[src/hdl/pis_pkg.sv]
// Package: shared types, codes and constant tables of the photon interaction selector.
package pis_pkg;

  localparam int MaxElements = 32;
  localparam logic [31:0] ExpM1Q32 = 32'd1580030169;
  localparam logic [3:0] HornerTerms = 4'd13;
  localparam logic [39:0] ColumnReset = 40'd16777216;

  typedef struct packed {
    logic        func;
    logic [3:0]  element_index;
    logic [47:0] element_xsec;
    logic [47:0] compton_xsec;
    logic [31:0] rand_interact;
    logic [31:0] rand_process;
  } pis_in_t;

  typedef struct packed {
    logic [3:0]  process;
    logic [39:0] total_depth;
  } pis_out_t;

  typedef enum logic [3:0] {
    S_IDLE, S_CPT, S_EL1, S_EL2, S_ZCHK, S_HX, S_HD, S_HC, S_EK, S_DEC, S_PM, S_SRCH,
    S_RES
  } pis_state_t;

  typedef enum logic [3:0] {
    OP_NONE, OP_ACCEPT, OP_CPT, OP_EL1, OP_EL2, OP_ZINIT, OP_HX, OP_HD, OP_HC, OP_EK,
    OP_DEC, OP_PM, OP_SRCH, OP_RES
  } pis_op_t;

  typedef struct packed {
    pis_op_t op;
    logic    start;
    logic    commit;
  } pis_cmd_t;

  typedef struct packed {
    logic in_eval;
    logic mul_done;
    logic last_el;
    logic total_zero;
    logic n_one;
    logic k_zero;
    logic interact;
    logic hit;
    logic last_i;
    logic out_free;
  } pis_status_t;

  // abundances, unsigned 0.40
  function automatic logic [39:0] abund(input logic [4:0] idx);
    logic [39:0] v;
    case (idx)
      5'd0:    v = 40'd269380349;
      5'd1:    v = 40'd590437744;
      5'd2:    v = 40'd123145302;
      5'd3:    v = 40'd38153053;
      5'd4:    v = 40'd36393835;
      5'd5:    v = 40'd15173260;
      5'd6:    v = 40'd3474457;
      5'd7:    v = 40'd2352955;
      5'd8:    v = 40'd480487;
      5'd9:    v = 40'd31006228;
      5'd10:   v = 40'd1869170;
      default: v = 40'd0;
    endcase
    return v;
  endfunction

  // floor(2^36 / n)
  function automatic logic [36:0] recip(input logic [3:0] n);
    logic [36:0] v;
    case (n)
      4'd1:    v = 37'd68719476736;
      4'd2:    v = 37'd34359738368;
      4'd3:    v = 37'd22906492245;
      4'd4:    v = 37'd17179869184;
      4'd5:    v = 37'd13743895347;
      4'd6:    v = 37'd11453246122;
      4'd7:    v = 37'd9817068105;
      4'd8:    v = 37'd8589934592;
      4'd9:    v = 37'd7635497415;
      4'd10:   v = 37'd6871947673;
      4'd11:   v = 37'd6247225157;
      4'd12:   v = 37'd5726623061;
      4'd13:   v = 37'd5286113595;
      default: v = 37'd0;
    endcase
    return v;
  endfunction

endpackage

[src/hdl/pis_mul.sv]
// Shared 48x48 multiplier, one 48x16 partial product per cycle.
module pis_mul (
  input  logic        clk,
  input  logic        rst_n,
  input  logic        start,
  input  logic [47:0] a,
  input  logic [47:0] b,
  output logic        done,
  output logic [95:0] product
);
  logic [47:0] a_r, b_r;
  logic [95:0] acc_r;
  logic [1:0]  cnt_r;
  logic        busy_r, done_r;
  logic [63:0] pp;
  logic [95:0] pp_sh;

  assign pp = a_r * b_r[15:0];

  always_comb begin
    case (cnt_r)
      2'd0:    pp_sh = {32'd0, pp};
      2'd1:    pp_sh = {16'd0, pp, 16'd0};
      default: pp_sh = {pp, 32'd0};
    endcase
  end

  always_ff @(posedge clk) begin
    if (!rst_n) begin
      busy_r <= 1'b0;
      done_r <= 1'b0;
      cnt_r  <= 2'd0;
    end else begin
      done_r <= 1'b0;
      if (start) begin
        busy_r <= 1'b1;
        cnt_r  <= 2'd0;
      end else if (busy_r) begin
        cnt_r <= cnt_r + 2'd1;
        if (cnt_r == 2'd2) begin
          busy_r <= 1'b0;
          done_r <= 1'b1;
        end
      end
    end
  end

  always_ff @(posedge clk) begin
    if (start) begin
      a_r   <= a;
      b_r   <= b;
      acc_r <= '0;
    end else if (busy_r) begin
      acc_r <= acc_r + pp_sh;
      b_r   <= {16'd0, b_r[47:16]};
    end
  end

  assign done    = done_r;
  assign product = acc_r;
endmodule

[src/hdl/pis_datapath.sv]
// Datapath: cross section store, cumulative depths, exponential and process search.
module pis_datapath #(
  parameter int NUM_ELEMENTS = 11
) (
  input  logic             clk,
  input  logic             rst_n,
  input  pis_pkg::pis_cmd_t    cmd,
  output pis_pkg::pis_status_t status,
  input  pis_pkg::pis_in_t in_data,
  input  logic             cfg_we,
  input  logic [39:0]      cfg_data,
  output logic             out_valid,
  input  logic             out_stall,
  output pis_pkg::pis_out_t out_data
);
  import pis_pkg::*;

  localparam int IW = (NUM_ELEMENTS > 1) ? $clog2(NUM_ELEMENTS) : 1;
  localparam int CW = $clog2(NUM_ELEMENTS + 1);

  logic [47:0] xsec_r [NUM_ELEMENTS];
  logic [NUM_ELEMENTS-1:0] xv_r;
  logic [39:0] cum_r [NUM_ELEMENTS + 1];
  logic [39:0] cd_r, acc_r;
  logic [47:0] t_r;
  pis_in_t     item_r;
  logic [CW-1:0] i_r;
  logic [31:0] x_r;
  logic [32:0] r_r, y_r, q0_r;
  logic [3:0]  n_r;
  logic [5:0]  k_r;
  logic [3:0]  proc_r;
  logic [71:0] prod_r;
  logic        out_valid_r;
  pis_out_t    out_r;

  logic [47:0] mul_a, mul_b;
  logic        mul_done;
  logic [95:0] p;
  logic [5:0]  i6, ld6;
  logic [47:0] xsec_rd;
  logic [39:0] p24_sat, el_sum_sat;
  logic [40:0] el_sum;
  logic [36:0] qn, rem;
  logic [32:0] q;
  logic [32:0] one_minus_r;
  logic [15:0] kint;

  assign i6  = 6'(i_r);
  assign ld6 = {2'b00, in_data.element_index};
  assign xsec_rd = xv_r[i6[IW-1:0]] ? xsec_r[i6[IW-1:0]] : 48'd0;

  always_comb begin
    mul_a = '0;
    mul_b = '0;
    case (cmd.op)
      OP_CPT: begin mul_a = {8'd0, cd_r};  mul_b = item_r.compton_xsec; end
      OP_EL1: begin mul_a = xsec_rd;       mul_b = {8'd0, abund(i6[4:0])}; end
      OP_EL2: begin mul_a = t_r;           mul_b = {8'd0, cd_r}; end
      OP_HX:  begin mul_a = {16'd0, x_r};  mul_b = {15'd0, r_r}; end
      OP_HD:  begin mul_a = {15'd0, y_r};  mul_b = {11'd0, recip(n_r)}; end
      OP_EK:  begin mul_a = {15'd0, r_r};  mul_b = {16'd0, ExpM1Q32}; end
      OP_PM:  begin mul_a = {16'd0, item_r.rand_process}; mul_b = {8'd0, acc_r}; end
      default: ;
    endcase
  end

  pis_mul u_mul (
    .clk     (clk),
    .rst_n   (rst_n),
    .start   (cmd.start),
    .a       (mul_a),
    .b       (mul_b),
    .done    (mul_done),
    .product (p)
  );

  assign p24_sat    = (p[95:64] != 32'd0) ? {40{1'b1}} : p[63:24];
  assign el_sum     = {1'b0, acc_r} + {1'b0, p24_sat};
  assign el_sum_sat = el_sum[40] ? {40{1'b1}} : el_sum[39:0];
  assign qn         = q0_r * n_r;
  assign rem        = {4'd0, y_r} - qn;
  assign q          = (rem >= 37'(n_r)) ? q0_r + 33'd1 : q0_r;
  assign one_minus_r = 33'h1_0000_0000 - r_r;
  assign kint       = acc_r[39:24];

  always_ff @(posedge clk) begin
    if (!rst_n) begin
      xv_r        <= '0;
      cd_r        <= ColumnReset;
      out_valid_r <= 1'b0;
    end else begin
      if (cfg_we) cd_r <= cfg_data;
      if (out_valid_r && !out_stall) out_valid_r <= 1'b0;
      if (cmd.op == OP_ACCEPT && !in_data.func && ld6 < 6'(NUM_ELEMENTS))
        xv_r[ld6[IW-1:0]] <= 1'b1;
      if (cmd.op == OP_RES && cmd.commit) out_valid_r <= 1'b1;
    end
  end

  always_ff @(posedge clk) begin
    if (cmd.op == OP_ACCEPT) begin
      item_r <= in_data;
      if (!in_data.func && ld6 < 6'(NUM_ELEMENTS))
        xsec_r[ld6[IW-1:0]] <= in_data.element_xsec;
    end
    if (cmd.commit) begin
      case (cmd.op)
        OP_CPT: begin
          acc_r    <= p24_sat;
          cum_r[0] <= p24_sat;
          i_r      <= '0;
        end
        OP_EL1: t_r <= p[87:40];
        OP_EL2: begin
          acc_r            <= el_sum_sat;
          cum_r[i_r + 1'b1] <= el_sum_sat;
          i_r              <= i_r + 1'b1;
        end
        OP_ZINIT: begin
          x_r    <= {acc_r[23:0], 8'd0};
          r_r    <= 33'h1_0000_0000;
          n_r    <= HornerTerms;
          k_r    <= (kint > 16'd32) ? 6'd32 : kint[5:0];
          proc_r <= 4'd0;
          i_r    <= '0;
        end
        OP_HX: y_r  <= p[64:32];
        OP_HD: q0_r <= p[68:36];
        OP_HC: begin
          r_r <= 33'h1_0000_0000 - q;
          n_r <= n_r - 4'd1;
        end
        OP_EK: begin
          r_r <= p[64:32];
          k_r <= k_r - 6'd1;
        end
        OP_PM: prod_r <= p[71:0];
        OP_SRCH: begin
          if (status.hit) proc_r <= 4'(i6 + 6'd1);
          i_r <= i_r + 1'b1;
        end
        OP_RES: begin
          out_r.process     <= proc_r;
          out_r.total_depth <= acc_r;
        end
        default: ;
      endcase
    end
  end

  always_comb begin
    status.in_eval    = in_data.func;
    status.mul_done   = mul_done;
    status.last_el    = (i6 == 6'(NUM_ELEMENTS - 1));
    status.total_zero = (acc_r == 40'd0);
    status.n_one      = (n_r == 4'd1);
    status.k_zero     = (k_r == 6'd0);
    status.interact   = ({1'b0, item_r.rand_interact} <= one_minus_r);
    status.hit        = (prod_r <= {cum_r[i_r], 32'd0});
    status.last_i     = (i6 == 6'(NUM_ELEMENTS));
    status.out_free   = !out_valid_r || !out_stall;
  end

  assign out_valid = out_valid_r;
  assign out_data  = out_r;
endmodule

[src/hdl/pis_ctrl.sv]
// Controller: sequences loads, depth accumulation, exponential and process search.
module pis_ctrl (
  input  logic                 clk,
  input  logic                 rst_n,
  input  logic                 in_valid,
  output logic                 in_stall,
  input  pis_pkg::pis_status_t status,
  output pis_pkg::pis_cmd_t    cmd
);
  import pis_pkg::*;

  pis_state_t state_r, state_nxt;
  logic       issued_r, issued_nxt;
  logic       is_mul;

  always_ff @(posedge clk) begin
    if (!rst_n) begin
      state_r  <= S_IDLE;
      issued_r <= 1'b0;
    end else begin
      state_r  <= state_nxt;
      issued_r <= issued_nxt;
    end
  end

  always_comb begin
    case (state_r)
      S_CPT, S_EL1, S_EL2, S_HX, S_HD, S_EK, S_PM: is_mul = 1'b1;
      default: is_mul = 1'b0;
    endcase
  end

  // next state
  always_comb begin
    state_nxt  = state_r;
    issued_nxt = issued_r;
    if (is_mul) begin
      if (!issued_r) issued_nxt = 1'b1;
      else if (status.mul_done) issued_nxt = 1'b0;
    end
    case (state_r)
      S_IDLE: if (in_valid && status.in_eval) state_nxt = S_CPT;
      S_CPT:  if (status.mul_done) state_nxt = S_EL1;
      S_EL1:  if (status.mul_done) state_nxt = S_EL2;
      S_EL2:  if (status.mul_done) state_nxt = status.last_el ? S_ZCHK : S_EL1;
      S_ZCHK: state_nxt = status.total_zero ? S_RES : S_HX;
      S_HX:   if (status.mul_done) state_nxt = S_HD;
      S_HD:   if (status.mul_done) state_nxt = S_HC;
      S_HC:   state_nxt = status.n_one ? S_EK : S_HX;
      S_EK: begin
        if (status.k_zero) state_nxt = S_DEC;
        else if (status.mul_done) state_nxt = S_EK;
      end
      S_DEC:  state_nxt = status.interact ? S_PM : S_RES;
      S_PM:   if (status.mul_done) state_nxt = S_SRCH;
      S_SRCH: if (status.hit || status.last_i) state_nxt = S_RES;
      S_RES:  if (status.out_free) state_nxt = S_IDLE;
      default: state_nxt = S_IDLE;
    endcase
    // power steps stop once the count is spent
    if (state_r == S_EK && status.k_zero) issued_nxt = 1'b0;
  end

  // outputs
  always_comb begin
    cmd.op     = OP_NONE;
    cmd.start  = is_mul && !issued_r && !(state_r == S_EK && status.k_zero);
    cmd.commit = 1'b0;
    in_stall   = (state_r != S_IDLE);
    case (state_r)
      S_IDLE: begin cmd.op = in_valid ? OP_ACCEPT : OP_NONE; end
      S_CPT:  begin cmd.op = OP_CPT; cmd.commit = status.mul_done; end
      S_EL1:  begin cmd.op = OP_EL1; cmd.commit = status.mul_done; end
      S_EL2:  begin cmd.op = OP_EL2; cmd.commit = status.mul_done; end
      S_ZCHK: begin cmd.op = OP_ZINIT; cmd.commit = 1'b1; end
      S_HX:   begin cmd.op = OP_HX; cmd.commit = status.mul_done; end
      S_HD:   begin cmd.op = OP_HD; cmd.commit = status.mul_done; end
      S_HC:   begin cmd.op = OP_HC; cmd.commit = 1'b1; end
      S_EK:   begin cmd.op = OP_EK; cmd.commit = status.mul_done && !status.k_zero; end
      S_DEC:  begin cmd.op = OP_DEC; end
      S_PM:   begin cmd.op = OP_PM; cmd.commit = status.mul_done; end
      S_SRCH: begin cmd.op = OP_SRCH; cmd.commit = 1'b1; end
      S_RES:  begin cmd.op = OP_RES; cmd.commit = status.out_free; end
      default: ;
    endcase
  end
endmodule

[src/hdl/photon_interaction_selector.sv]
// Top level of the photon interaction selector.
// A load word (func 0) writes one element cross section. An evaluate word (func 1)
// runs a sequence on one shared 48x48 multiplier: the Compton depth, two products per
// element, thirteen Horner steps of exp(-fraction) at two products and one correction
// step each, k = min(floor(depth),32) powers of exp(-1), and, if the photon interacts,
// the random scale of the total, then a search over the cumulative depths at one
// interval per cycle. A zero total depth ends the sequence early.
// Words are taken one at a time; the result register lets the next word in while a
// result is still stalled. column_density may be written at any idle time.
module photon_interaction_selector #(
  parameter int NUM_ELEMENTS = 11
) (
  input  logic              clk,
  input  logic              rst_n,
  input  logic              in_valid,
  output logic              in_stall,
  input  pis_pkg::pis_in_t  in_data,
  output logic              out_valid,
  input  logic              out_stall,
  output pis_pkg::pis_out_t out_data,
  input  logic              cfg_valid,
  output logic              cfg_ready,
  input  logic [39:0]       cfg_data
);
  import pis_pkg::*;

  pis_cmd_t    cmd;
  pis_status_t status;

  assign cfg_ready = 1'b1;

  pis_ctrl u_ctrl (
    .clk      (clk),
    .rst_n    (rst_n),
    .in_valid (in_valid),
    .in_stall (in_stall),
    .status   (status),
    .cmd      (cmd)
  );

  pis_datapath #(.NUM_ELEMENTS(NUM_ELEMENTS)) u_dp (
    .clk       (clk),
    .rst_n     (rst_n),
    .cmd       (cmd),
    .status    (status),
    .in_data   (in_data),
    .cfg_we    (cfg_valid && cfg_ready),
    .cfg_data  (cfg_data),
    .out_valid (out_valid),
    .out_stall (out_stall),
    .out_data  (out_data)
  );
endmodule
[config.mk]
export PLATFORM = sky130hd
export DESIGN_NAME = photon_interaction_selector
export DESIGN_NICKNAME = d
export VERILOG_FILES = /design/src/hdl/pis_pkg.sv /design/src/hdl/pis_mul.sv /design/src/hdl/pis_datapath.sv /design/src/hdl/pis_ctrl.sv /design/src/hdl/photon_interaction_selector.sv
export SDC_FILE = /design/constraint.sdc
export NUM_CORES = 2
export LEC_CHECK = 0
export BUFFER_PORTS_ARGS = -buffer_cell sky130_fd_sc_hd__buf_2
export CORE_ASPECT_RATIO = 1.1
export CORE_MARGIN = 5
export CORE_UTILIZATION = 55
export DETAILED_ROUTE_END_ITERATION = 8
export GPL_ROUTABILITY_DRIVEN = 0
export PLACE_DENSITY = 0.71
export REMOVE_ABC_BUFFERS = 1
export SYNTH_ARGS = -nofsm -noshare
export SYNTH_HDL_FRONTEND = slang
export SYNTH_SLANG_ARGS = --single-unit
[constraint.sdc]
create_clock -name clk -period 31.6 [get_ports clk]
set_input_delay 3.16 -clock clk [delete_from_list [all_inputs] [get_ports clk]]
set_output_delay 3.16 -clock clk [all_outputs]
set_load 0.01 [all_outputs]
---- Word-level counts from Yosys, hierarchy flattened ----
Memory sizes are Yosys's and may differ from the RTL's. A register that Yosys moved wholly into a read port is not among the register bits.
Cells that the tools add are included.
storage, ports and cells
  memories kept ........................... 4
  output and inout port bits .............. 47
  input bits .............................. 210
  bits in read-only memories .............. 1056
  RAM bits ................................ 1008
  bits in registers ....................... 710
cells by class
  reductions and logical operators ........ 55
  eq/ne operators ......................... 40
  $add $sub $neg .......................... 11
  bitwise logic cells ..................... 3
  $lt $le $gt $ge ......................... 8
  multiplexer cells ....................... 65
  multiply operators ...................... 2
memory list
  memory           depth  width  read ports  clocked after Yosys merged registers in  write ports  line                text
  (no name shown)  16     37     1           1                                        0            pis_pkg.sv:75       case (n)
  u_dp.xsec_r      11     48     1           1                                        1            pis_datapath.sv:21  logic [47:0] xsec_r [NUM_ELEMENTS];
  u_dp.cum_r       12     40     1           1                                        1            pis_datapath.sv:23  logic [39:0] cum_r [NUM_ELEMENTS + 1];
  (no name shown)  16     29     1           1                                        0            pis_pkg.sv:55       case (idx)
operators with widths
  operator                                        count
  one-hot mux 48 bit (7 select lines)             2
  one-hot mux 96 bit (2 select lines)             1
  2-to-1 mux 48 bit                               3
  2-to-1 mux 40 bit                               3
  one-hot mux 4 bit (13 select lines)             2
  one-hot mux 33 bit (3 select lines)             1
  adder 96 bit                                    1
  one-hot mux 40 bit (2 select lines)             1
  2-to-1 mux 4 bit                                19
  <= comparator 72 bit                            1
  subtractor 33 bit (first input constant)        2
  multiplier 48 x 16 -> 64 bit                    1
  == test 4 bit (second input constant)           12
  adder 40 x 40 -> 41 bit                         1
  logical NOT 40 bit                              1
  OR reduction 40 bit                             1
  greater-or-equal comparator 37 x 4 -> 1 bit     1
  multiplier 33 x 4 -> 37 bit                     1
  subtractor 33 x 37 -> 37 bit                    1
  adder 33 x 1 -> 33 bit (second input constant)  1
  <= comparator 32 x 33 -> 1 bit                  1
  2-to-1 mux 33 bit                               1
  == test 4 x 3 -> 1 bit (second input constant)  8
  nonzero test 32 bit                             1
  41 further kinds                                117

---- Logic depth before layout (Yosys ltp) ----
  depth after elaboration ................. 8
  depth in mapped cells ................... 48
  mapped depth without buffers ............ 46

---- Modules after synthesis ----
Synthesis repeated with hierarchy kept, for this count alone.
second synthesis, totals
  cells, all modules ...................... 9494
  area, all modules ....................... 110750.0 um2
by module, submodules not included
  module                       cells an instance  area each (um2)  instances
  pis_datapath                 5001               72542.1          1
  pis_mul                      4409               37574.8          1
  pis_ctrl                     82                 621.8            1
  photon_interaction_selector  2                  11.3             1

---- Worst setup path before layout ----
No wires, ideal clock.
  kind .................................... input -> register
  start point ............................. input out_stall
  end point ............................... register u_dp.prod_r[0], enable pin
  cell stages on the path ................. 5
  arrival ................................. 10.733 ns
  required time ........................... 31.009 ns
  setup slack ............................. 20.276 ns
  path buffers ............................ 1
  setup time .............................. 0.591 ns
  cells stage by stage .................... a21oi_1 > nor2_1 > and3_1 > clkbuf_1 > nor3_1
between the ends
  word-level cells in the longest chain between the ends .. 4
ends and longest elaborated chain
  item                                  line                               text
  start, declared                       photon_interaction_selector.sv:19  input logic out_stall,
  logical NOT 1 bit                     pis_datapath.sv:162                status.out_free = !out_valid_r || !out_stall;
  logical OR 1 bit                      pis_datapath.sv:162
  one-hot mux 1 bit (4 select lines)    pis_ctrl.sv:70                     case (state_r)
  AND reduction 2 bit (no source line)  -
  end signal, assigned                  pis_datapath.sv:138                OP_PM: prod_r <= p[71:0];
  end, declared                         pis_datapath.sv:33                 logic [71:0] prod_r;
No other way between the ends.
A chain may end at the register's enable or synchronous reset.

---- Final worst setup path ----
  start point ............................. register u_dp.u_mul.b_r[12]
  end point ............................... register u_dp.u_mul.acc_r[95] (netlist: u_dp.u_mul.product[95])
between the ends
  word-level cells in the longest chain between the ends .. 3
ends and longest elaborated chain
  item                                 line           text
  start, declared                      pis_mul.sv:11  logic [47:0] a_r, b_r;
  start signal, assigned               pis_mul.sv:55  b_r <= {16'd0, b_r[47:16]};
  multiplier 48 x 16 -> 64 bit         pis_mul.sv:18  assign pp = a_r * b_r[15:0];
  one-hot mux 96 bit (2 select lines)  pis_mul.sv:21  case (cnt_r)
  adder 96 bit                         pis_mul.sv:54  acc_r <= acc_r + pp_sh;
  end signal, assigned                 pis_mul.sv:54
  end, declared                        pis_mul.sv:12  logic [95:0] acc_r;
No other way between the ends.

==> flow_summary.yaml <==
grt:
  grt_pass1_wl_um: 504000
  use_met2_pct: 50.4
  grt_max_degree: 162
  grt.overflow.total: 0
  grt.busiest_layer: "met2"
  grt.met3_usage_pct: 8.49
  grt_pass1_vias: 76400
  grt_usage_pct: 33.5
  antenna_found_initial: 19
  grt_util_met1_pct: 42.0
sta:
  final-hold-violation-count: 0
  rsz0062_at_grt: "no"
  tns_ns: 0
  worst_slew_pin_slew_ns: 1.46
  period_minus_slack_ns: 12.86
  slew_violations: 0
  setup_violations: 0
  max_slew_margin_pct: 2.08
  finClkSkew_ns: 0.0449
  fin_crit_sh_pct: 40.7
  fmaxAchievable_mhz: 77.7
detailed_routing:
  wirelength_um: 345000
  drtAntennaViolNets: 0
  vias: 76400
  drt_iter0_markers: 9154
  via_per_inst: 6.42
  dr.pass1.iters: 9
  drc: 0
  wl_per_cell_um: 29.0
critical_path:
  start_kind: "register"
  crit_type: "register to register"
  reg2reg_from: "u_dp.u_mul.b_r[12]"
  startpoint: "u_dp.u_mul.b_r[12]"
  critical_path_arrival_ns: 13.59
  crit_top_cell: "fa_1"
  cp_slowest_cell: "o41ai_1"
  crit_fanout: 37
  path_delay_family: "compound AO/OA/AOI/OAI gates"
  required_ns: 32.32
  slowest_delay_ns: 0.81
  endpoint_kind: "register"
  cp.buffers_inverters: 4
clocking:
  cts_resized: 0
  cts_buffers: 169
  root_buffer: "clkbuf_16"
  post_cts_buffers: 0
  htree_levels: 4
  clk_path_buf_depth: 3
  clock_latency_ns: 0.86
  clk_pin_slew_worst_paths_ns: 0.07
  cts_tree: "done"
  cts_hold_buf: 0
  cts_sinks: 1773
floorplanning:
  die_w_um: 434
  die_y_um: 476
  die_area_um2: 206000
  coreArea_um2: 197000
  start_util_pct: 55.2
  row_count: 171
  ios: 257
final_layout:
  fill_cells: 15300
  fin_nets: 10500
  drive_gt1_share_pct: 11.2
  area_growth_pct: 9.19
  final_cells: 11900
run:
  drv_cap: 0
synth:
  avgSynthCellArea_um2: 12.0
  synth_top_area_share_pct: 43.2
  syn_inst: 9034
  yosys-top-cells-area: "edfxtp_1, fa_1, mux4_2, ha_1, dfxtp_1"
  ys_warn_count: 0
  ys_ff_latch: 1773
  synth.yosys.seq_area_share_pct: 47.1
  yosysUniqueCellTypes: 103
  yosys.cell_count.top_type: "edfxtp_1"
  yosysTopAreaCell: "edfxtp_1"
  synth_edf_count: 1561
  synth_common_cells: "edfxtp_1, nand2_1, inv_1"
  ys_async_sr_fraction_pct: 0
  synth_ff_type: "edfxtp_1"
  netlist_area_um2: 109000
placed_design:
  dp_hpwl_um: 246000
  port-buffer-count: 255
  place_inst: 11600
hold_path:
  hp-class: "register to register"
  min-delay-start: "u_dp.xv_r[10]"
outcome:
  status: "complete, no violations"
state kept, by name, summed over array words and instances, names as in the netlist, 24 cells and up, named ones only:
name / count
u_dp.u_mul.a_r: 48
u_dp.out_data: 44
u_dp.y_r: 33
u_dp.prod_r: 72
u_dp.r_r: 33
u_dp.item_r: 112
u_dp.x_r: 24
u_dp.u_mul.b_r: 48
u_dp.u_mul.product: 96
u_dp.cd_r: 40
u_dp.q0_r: 33
u_dp.acc_r: 40
u_dp.xsec_r: 528
u_dp.cum_r: 480
u_dp.t_r: 48
per-stage QoR:
| stage | area, um^2 | setup slack, ns | util [%] | hold slack [ns] |
|---|---|---|---|---|
| finish | 119000 | 18.74 | 60.2 | 0.463 |
| detailed placement | 113000 | 19.14 | 57.3 | 0.451 |
| global placement | 113000 | 19.26 | 57.3 | 0.442 |
| global route | 119000 | 18.13 | 60.2 | 0.480 |
| CTS | 118000 | 19.05 | 60.2 | 0.469 |
| floorplan | 107000 | 17.43 | - | 0.400 |
final timing paths:
| kind | end | cells after the start | slack (ns) |
|---|---|---|---|
| max | u_dp.u_mul.product[95] | 40 | 18.74 |
| min | u_dp.xv_r[10] | 1 | 0.46 |
| max reg2reg | u_dp.u_mul.product[95] | 40 | 18.74 |
| min reg2reg | u_dp.xv_r[10] | 1 | 0.46 |
cell type report:
cell class	instances	area [um^2]	area share (%)
Antenna cell	19	47.5	0.0401
Clock buffer	216	4520	3.81
Clock inverter	99	1160	0.976
Inverter	881	3310	2.80
Multi-Input combinational cell	5901	52600	44.4
Sequential cell	1773	51100	43.1
Tap cell	2595	3250	2.74
Timing Repair Buffer	419	2530	2.14
cell families (layout without fill, tap and decap cells):
group	Yosys count	count (layout)	synth area share, %
simple gates	2465	2465	10.9
flops	1773	1773	47.1
compound gates	1490	1490	9.09
buf+inv	1360	1615	4.74
fa+ha+maj	1157	1157	18.4
mux	499	499	7.39
xor+xnor	289	289	2.33
other cells	1	20	0.00345
routing by layer:
| layer | share of wire [%] | vias up |
|---|---|---|
| met5 | 0.014 | - |
| met3 | 11 | 1178 |
| met2 | 44 | 4780 |
| met4 | 9.4 | 8 |
| met1 | 35 | 38300 |
| li1 | - | 32200 |
layout by cell type, fill, tap and decap left out, drive strengths merged, types with 70 or more instances in the layout:
cell type / instances
fa: 737
dfxtp: 212
buf: 419
a22oi: 103
mux2i: 233
edfxtp: 1561
nor2: 517
clkinv: 70
a21oi: 425
a21o: 178
mux4: 239
ha: 420
nand2: 888
xor2: 109
nand3: 105
inv: 885
xnor2: 180
o21ai: 269
a22o: 75
and2: 414
clkbuf: 216
nor3: 86
nor2b: 84
nand4: 82
Power is not shown: default switching activity piles up to over one toggle a cycle in this logic, so the estimate is an artifact.
